### src/rtl/core/e2q_pkg.sv
// Package for the Euler angle to quaternion core: widths, CORDIC constants.
// No dependencies.
package e2q_pkg;
  localparam int CordicSteps = 16;
  localparam int OutFracBits = 14;
  localparam int OutW = OutFracBits + 2;
  localparam int AngW = 16;
  localparam int Frac = 30;
  localparam int DW = 34;
  localparam int TableLen = 31;
  localparam int UsedSteps = (CordicSteps < TableLen) ? CordicSteps : TableLen;
  localparam int StepW = $clog2(UsedSteps);
  localparam logic signed [DW-1:0] GainQ = 34'sd652032874;
  localparam logic signed [DW-1:0] PiQ = 34'sd3373259426;
  localparam logic signed [DW-1:0] HalfPiQ = 34'sd1686629713;

  typedef logic signed [DW-1:0] dat_t;
  typedef logic signed [OutW-1:0] out_t;

  typedef struct packed {
    dat_t x;
    dat_t y;
    dat_t z;
    logic neg;
  } rot_t;

  typedef struct packed {
    rot_t yaw;
    rot_t pitch;
    rot_t roll;
  } rot3_t;

  function automatic dat_t atan_q(input int i);
    dat_t r;
    case (i)
      0: r = 34'sd843314857;
      1: r = 34'sd497837829;
      2: r = 34'sd263043837;
      3: r = 34'sd133525159;
      4: r = 34'sd67021687;
      5: r = 34'sd33543516;
      6: r = 34'sd16775851;
      7: r = 34'sd8388437;
      8: r = 34'sd4194283;
      9: r = 34'sd2097149;
      default: r = dat_t'(34'sd1 <<< (Frac - i));
    endcase
    return r;
  endfunction

  function automatic rot_t fold(input logic signed [AngW-1:0] a);
    rot_t r;
    dat_t z;
    z = dat_t'(a) <<< 16;
    r.x = GainQ;
    r.y = '0;
    r.neg = 1'b0;
    if (z > HalfPiQ) begin
      z = z - PiQ;
      r.neg = 1'b1;
    end else if (z < -HalfPiQ) begin
      z = z + PiQ;
      r.neg = 1'b1;
    end
    r.z = z;
    return r;
  endfunction

  function automatic rot_t rotate(input rot_t s, input int i);
    rot_t r;
    dat_t dx;
    dat_t dy;
    dx = s.y >>> i;
    dy = s.x >>> i;
    r = s;
    if (s.z >= 0) begin
      r.x = s.x - dx;
      r.y = s.y + dy;
      r.z = s.z - atan_q(i);
    end else begin
      r.x = s.x + dx;
      r.y = s.y - dy;
      r.z = s.z + atan_q(i);
    end
    return r;
  endfunction

  function automatic dat_t mul_q(input dat_t a, input dat_t b);
    logic signed [2*DW-1:0] p;
    p = (2*DW)'(a) * (2*DW)'(b) + (2*DW)'(64'sd1 <<< (Frac - 1));
    return DW'(p >>> Frac);
  endfunction

  function automatic out_t to_out(input dat_t v);
    logic signed [DW:0] r;
    logic signed [DW:0] lim;
    lim = (DW+1)'(1) <<< OutFracBits;
    r = ((DW+1)'(v) + ((DW+1)'(1) <<< (Frac - OutFracBits - 1))) >>> (Frac - OutFracBits);
    if (r > lim) r = lim;
    if (r < -lim) r = -lim;
    return OutW'(r);
  endfunction
endpackage

### src/rtl/core/e2q_cell.sv
// One CORDIC cell: rotates three angle lanes by the step given on step_i.
// Depends on e2q_pkg.
module e2q_cell (
  input  logic                      clk_i,
  input  logic                      en_i,
  input  logic [e2q_pkg::StepW-1:0] step_i,
  input  e2q_pkg::rot3_t            rot_i,
  output e2q_pkg::rot3_t            rot_o
);
  e2q_pkg::rot3_t rot_q;
  e2q_pkg::rot3_t rot_d;

  always_comb begin
    rot_d.yaw   = e2q_pkg::rotate(rot_i.yaw, int'(step_i));
    rot_d.pitch = e2q_pkg::rotate(rot_i.pitch, int'(step_i));
    rot_d.roll  = e2q_pkg::rotate(rot_i.roll, int'(step_i));
  end

  always_ff @(posedge clk_i) begin
    if (en_i) rot_q <= rot_d;
  end

  assign rot_o = rot_q;
endmodule

### config.mk
export PLATFORM = sky130hd
export DESIGN_NAME = e2q_cell
export DESIGN_NICKNAME = d
export VERILOG_FILES = /design/src/rtl/core/e2q_pkg.sv /design/src/rtl/core/e2q_cell.sv
export SDC_FILE = /design/constraint.sdc
export NUM_CORES = 2
export LEC_CHECK = 0
export BUFFER_PORTS_ARGS = -buffer_cell sky130_fd_sc_hd__buf_2
export CORE_ASPECT_RATIO = 2
export CORE_MARGIN = 2
export CORE_UTILIZATION = 35
export CTS_BUF_LIST = sky130_fd_sc_hd__clkbuf_2 sky130_fd_sc_hd__clkbuf_4 sky130_fd_sc_hd__clkbuf_8
export DETAILED_ROUTE_END_ITERATION = 16
export PLACE_DENSITY = 0.56
export RECOVER_POWER = 25
export SLEW_MARGIN = 25
export SYNTH_ARGS = -nofsm -noshare
export SYNTH_HDL_FRONTEND = slang
export SYNTH_SLANG_ARGS = --single-unit
### constraint.sdc
create_clock -name clk_i -period 12.2 [get_ports clk_i]
set_clock_uncertainty 0.1 [all_clocks]
set_input_delay 3.66 -clock clk_i [delete_from_list [all_inputs] [get_ports clk_i]]
set_output_delay 3.66 -clock clk_i [all_outputs]
set_load 0.03 [all_outputs]
### Word level (Yosys, flattened, before mapping)

Cells that the tools add are included.

| cells by class | value |
|---|---|
| add/sub/neg operators | 19 |
| equality and inequality tests | 9 |
| order comparisons | 3 |
| reductions and logical operators | 1 |
| shift operators | 7 |
| multiplexer cells | 10 |

Operators by type and width:

| operator | count |
|---|---|
| 34-bit case mux with 10 select lines | 1 |
| 34-bit adder | 9 |
| 102-bit 2-to-1 mux | 3 |
| 34-bit subtractor | 9 |
| 34-bit 2-to-1 mux | 6 |
| 34-bit by 4-bit >>> shifter with 34-bit output | 6 |
| 34-bit by 1-bit >= comparator with 1-bit output, second input constant | 3 |
| 2-bit by 32-bit <<< shifter with 34-bit output, first input constant | 1 |
| 4-bit by 3-bit equality test with 1-bit output, second input constant | 4 |
| 4-bit by 2-bit equality test with 1-bit output, second input constant | 2 |
| 4-bit equality test, second input constant | 2 |
| 5-bit by 4-bit subtractor with 6-bit output, first input constant | 1 |
| 4-bit by 1-bit equality test with 1-bit output, second input constant | 1 |
| 4-bit logical NOT | 1 |

| word-level totals | value |
|---|---|
| bits of input ports | 315 |
| register bits after elaboration | 309 |
| word-level logic and storage cells | 61 |
| output and inout port bits | 309 |

### Logic depth before layout (Yosys ltp)

| depth | value |
|---|---|
| word-level depth | 6 |
| depth in mapped cells | 33 |
| gate-level depth less buffers | 24 |

### Worst setup path before layout

OpenSTA, ideal clock, no wires.

| timing path | value |
|---|---|
| kind | input -> register |
| start point | in step_i[2] (netlist name) |
| end point | reg rot_q (netlist bit rot_o[274]) (data pin) |
| cell stages on the path | 29 |
| arrival time | 10.021 ns |
| path buffers | 11 |
| library setup time | 0.260 ns |
| path slack | 1.819 ns |
| required time | 11.840 ns |
| cell sequence | buf_2 > buf_2 > buf_2 > buf_1 > clkbuf_1 > buf_2 > clkbuf_8 > clkbuf_1 > clkbuf_1 > buf_2 > buf_1 > nand2_1 > o21ai_0 > ha_1 > nand4b_1 > or3_1 > o21ai_0 > xor2_1 > ha_1 > a21o_1 > a21oi_1 > o21ai_0 > a31o_2 > or3_1 > a31oi_1 > nand4b_1 > a31oi_1 > a31o_2 > xnor2_1 |

RTL lines:

| element | line | source |
|---|---|---|
| start: declaration | e2q_cell.sv:6 | `input logic [e2q_pkg::StepW-1:0] step_i,` |
| end signal: assignment | e2q_cell.sv:20 | `if (en_i) rot_q <= rot_d;` |
| end: declaration | e2q_cell.sv:10 | `e2q_pkg::rot3_t rot_q;` |

==> flow_metrics.env <==
export IMPL_drive_gt1_share_pct=20.8
export IMPL_min_from="rot_i[0]"
export IMPL_finalHoldViolations=0
export IMPL_fmax_mhz=103
export IMPL_p_sw_share_pct=46.3
export IMPL_async_reset_ff_share_pct=0
export IMPL_synth_area_sq_um=41100
export IMPL_synthToLayoutAreaGrowth_pct=12.7
export IMPL_combPwrFrac_pct=57.8
export IMPL_critPathArrivalTime_ns=9.98
export IMPL_path_clk_slew_ns=0.06
export IMPL_cts_root_buf="clkbuf_8"
export IMPL_dr_pass1_iters=7
export IMPL_power_density_nw_per_um2=134
export IMPL_grt_total_usage_pct=26.9
export IMPL_placedCellCount=6579
export IMPL_fin_cells=6689
export IMPL_io_pins=624
export IMPL_rsz0062_at_grt="false"
export IMPL_fin_crit_sh_pct=79.2
export IMPL_yosysWarnings=0
export IMPL_hold_ws_ns=3.05
export IMPL_required_ns=12.51
export IMPL_violations="capacitance limit, slew limit"
export IMPL_routabilityCongestion=0.969
export IMPL_final_util_pct=39.8
export IMPL_tightest_slew_ns=3.67
export IMPL_worst_slack_ns=2.53
export IMPL_regArea_sq_um=9280
export IMPL_synth_cells=4633
export IMPL_vdd_drop_max_uv=126
export IMPL_antenna_left=0
export IMPL_p_leak_nw=19.1
export IMPL_overflow=0
export IMPL_portBuffers=623
export IMPL_numCtsBuffers=49
export IMPL_ys_flop_type="edfxtp_1"
export IMPL_fp_dieH_um=488
export IMPL_power_mw=6.21
export IMPL_clock_sinks=309
export IMPL_synth_edff_count=309
export IMPL_pre_cts_ws_ns=1.83
export IMPL_cts_htree_levels=2
export IMPL_dieArea_sq_um=120000
export IMPL_crit_path_end_kind="register"
export IMPL_drc=0
export IMPL_path_class="input port to register"
export IMPL_grt_pass1_vias=39900
export IMPL_die_x_um=246
export IMPL_min_to="rot_o[0]"
export IMPL_maxCapViolCount=3
export IMPL_p_int_mw=3.34
export IMPL_finalSetupTns_ns=0
export IMPL_dr_total_vias=39500
export IMPL_rows=177
export IMPL_ys_seq_elements=309
export IMPL_place_area_sq_um=45200
export IMPL_grt_max_degree=146
export IMPL_p_seq_share_pct=27.1
export IMPL_cts_tree="yes"
export IMPL_cp_start_kind="input port"
export IMPL_cts_buffer_depth=3
export IMPL_hold_buffers=0
export IMPL_yosys_cell_types_count=98
export IMPL_dp_hpwl_mm=134
export IMPL_largest_reg_flops=309
export IMPL_grt_pass1_wl_mm=244
export IMPL_syn_nets=5261
export IMPL_wl_per_cell_um=25.1
export IMPL_pwr_share_clk_pct=15.2
export IMPL_hold_depth=1
export IMPL_worstPathMaxFanout=87
export IMPL_drtIter0Drc=2576
export IMPL_coreArea_sq_um=116000
export IMPL_syn_avg_cell_area_sq_um=8.86
export IMPL_cts_resized=0
export IMPL_fin_area_sq_um=46300
export IMPL_p_switching_mw=2.87
export IMPL_nFillCells=11900
export IMPL_final_min_clock_period_ns=9.67
export IMPL_relSlewSlack_pct=-145
export IMPL_final_setup_viol_count=0
export IMPL_ys_seq_area_share_pct=22.6
export IMPL_start_util_pct=35.3
export IMPL_vias_per_cell=5.91
export IMPL_multi_input_area_sq_um=30000
export IMPL_grt_antenna_before_repair=23
export IMPL_post_cts_setup_buffers=0
export IMPL_worstHoldPathType="input port to register"
export IMPL_wl_mm=168
export IMPL_report_final_slew_viol_count=251
export IMPL_status="complete, but fails checks"
export IMPL_nets=5737
synthesized netlist by cell type (35+ instances only):
cell | instances | share of area, %
o21ai_0 | 331 | 4.0
mux2i_1 | 153 | 3.7
a21o_1 | 136 | 2.5
nor3_1 | 70 | 0.85
edfxtp_1 | 309 | 23
o31ai_1 | 35 | 0.64
nand2b_1 | 64 | 0.98
a21oi_1 | 419 | 5.1
nor2b_1 | 50 | 0.76
xor2_1 | 164 | 3.5
o211ai_1 | 35 | 0.64
buf_2 | 49 | 0.60
o21bai_1 | 46 | 0.84
nand4_1 | 35 | 0.53
xnor2_1 | 321 | 6.8
mux4_2 | 171 | 9.4
nand2_1 | 522 | 4.8
nand3_1 | 94 | 1.1
mux2_2 | 82 | 2.2
buf_1 | 40 | 0.37
a31oi_1 | 40 | 0.61
a211oi_1 | 45 | 0.82
ha_1 | 304 | 9.3
inv_1 | 129 | 1.2
o21a_1 | 70 | 1.3
nor2_1 | 345 | 3.2
clkbuf_1 | 110 | 1.0
layout make-up:
cell class | count | area share, %
Sequential cell | 309 | 20.1
Inverter | 134 | 1.10
Multi-Input combinational cell | 3945 | 64.8
Clock buffer | 57 | 1.59
Timing Repair Buffer | 670 | 7.67
Tap cell | 1521 | 4.11
Clock inverter | 33 | 0.555
Antenna cell | 20 | 0.108
per-layer routing:
metal	part of all wire (%)	track usage [%]	wire, um	up-vias
li1	-	-	-	18400
met1	35	28.1	58800	19000
met2	51	49.2	85800	1686
met3	5.9	3.45	9940	515
met4	7.8	19.2	13100	12
met5	0.048	0	80	-
power groups by stage:
stage / Sequential [mW] / Clock (mW) / Combinational, mW
finish: 1.68 / 0.942 / 3.59
global route: 1.70 / 1.01 / 3.88
CTS: 1.68 / 0.981 / 3.58
detailed placement: 1.70 / 0 / 3.56
global placement: 1.69 / 0 / 3.56
floorplan: 2.26 / 0 / 1.96
placed cells by master (no fill, tap or decap), types with 12 or more instances in the layout:
| cell type | Yosys | layout |
|---|---|---|
| buf_2 | 49 | 616 |
| nand2_1 | 522 | 522 |
| a21oi_1 | 419 | 419 |
| nor2_1 | 345 | 344 |
| o21ai_0 | 331 | 331 |
| xnor2_1 | 321 | 321 |
| edfxtp_1 | 309 | 309 |
| ha_1 | 304 | 304 |
| mux4_2 | 171 | 171 |
| xor2_1 | 164 | 164 |
| mux2i_1 | 153 | 153 |
| a21o_1 | 136 | 136 |
| inv_1 | 129 | 128 |
| nand3_1 | 94 | 94 |
| mux2_2 | 82 | 82 |
| o21a_1 | 70 | 70 |
| nor3_1 | 70 | 68 |
| nand2b_1 | 64 | 64 |
| nor2b_1 | 50 | 50 |
| clkbuf_8 | 5 | 49 |
| o21bai_1 | 46 | 46 |
| a211oi_1 | 45 | 45 |
| buf_4 | 16 | 44 |
| a31oi_1 | 40 | 40 |
| o211ai_1 | 35 | 35 |
| o31ai_1 | 35 | 35 |
| nand4_1 | 35 | 35 |
| and3_1 | 33 | 33 |
| o22ai_1 | 31 | 31 |
| or2_2 | 22 | 22 |
| or3_1 | 22 | 22 |
| mux4_1 | 21 | 21 |
| diode_2 | 0 | 20 |
| a21boi_0 | 19 | 19 |
| a31o_2 | 16 | 16 |
| a22oi_1 | 16 | 16 |
| and2_1 | 15 | 15 |
| clkinv_1 | 1 | 14 |
| a211o_1 | 12 | 12 |
| a41oi_1 | 12 | 12 |
critical path: stages:
cell	delay (ns)
buf_8	0.44
buf_4	0.80
mux4_2	0.49
nand2_1	0.10
o21ai_1	0.08
a21oi_1	0.46
nand2_1	0.17
or3_1	0.46
or2_2	0.40
o21ai_0	0.24
xor2_1	0.19
ha_1	0.33
a21oi_1	0.18
o21bai_1	0.08
a21o_1	0.18
a211oi_1	0.24
o31ai_1	0.10
a21oi_1	0.31
o21ai_0	0.19
a2111o_1	0.47
a41o_1	0.25
xnor2_1	0.12
cells by family (layout without fill, tap and decap cells):
family,Yosys count,count (layout),share of synthesized area [%]
fa+ha+maj,313,313,9.70
compound gates,1395,1395,21.4
flops,309,309,22.6
other cells,0,20,0
xor+xnor,486,486,10.4
mux,428,428,16.8
buf+inv,379,894,4.44
simple gates,1323,1323,14.7
worst max path at each step:
stage / start / end / slack (ns) / cells past startpoint
2_1_floorplan: step_i[2] / rot_o[274] / 1.82 / 29
3_3_place_gp: step_i[3] / rot_o[67] / 1.86 / 19
3_5_place_dp: step_i[3] / rot_o[67] / 1.83 / 19
4_1_cts: step_i[3] / rot_o[67] / 2.61 / 19
5_1_grt: step_i[0] / rot_o[62] / 2.04 / 21
6_report: step_i[3] / rot_o[205] / 2.53 / 22
No activity file was read; power rests on OpenSTA's default activity.
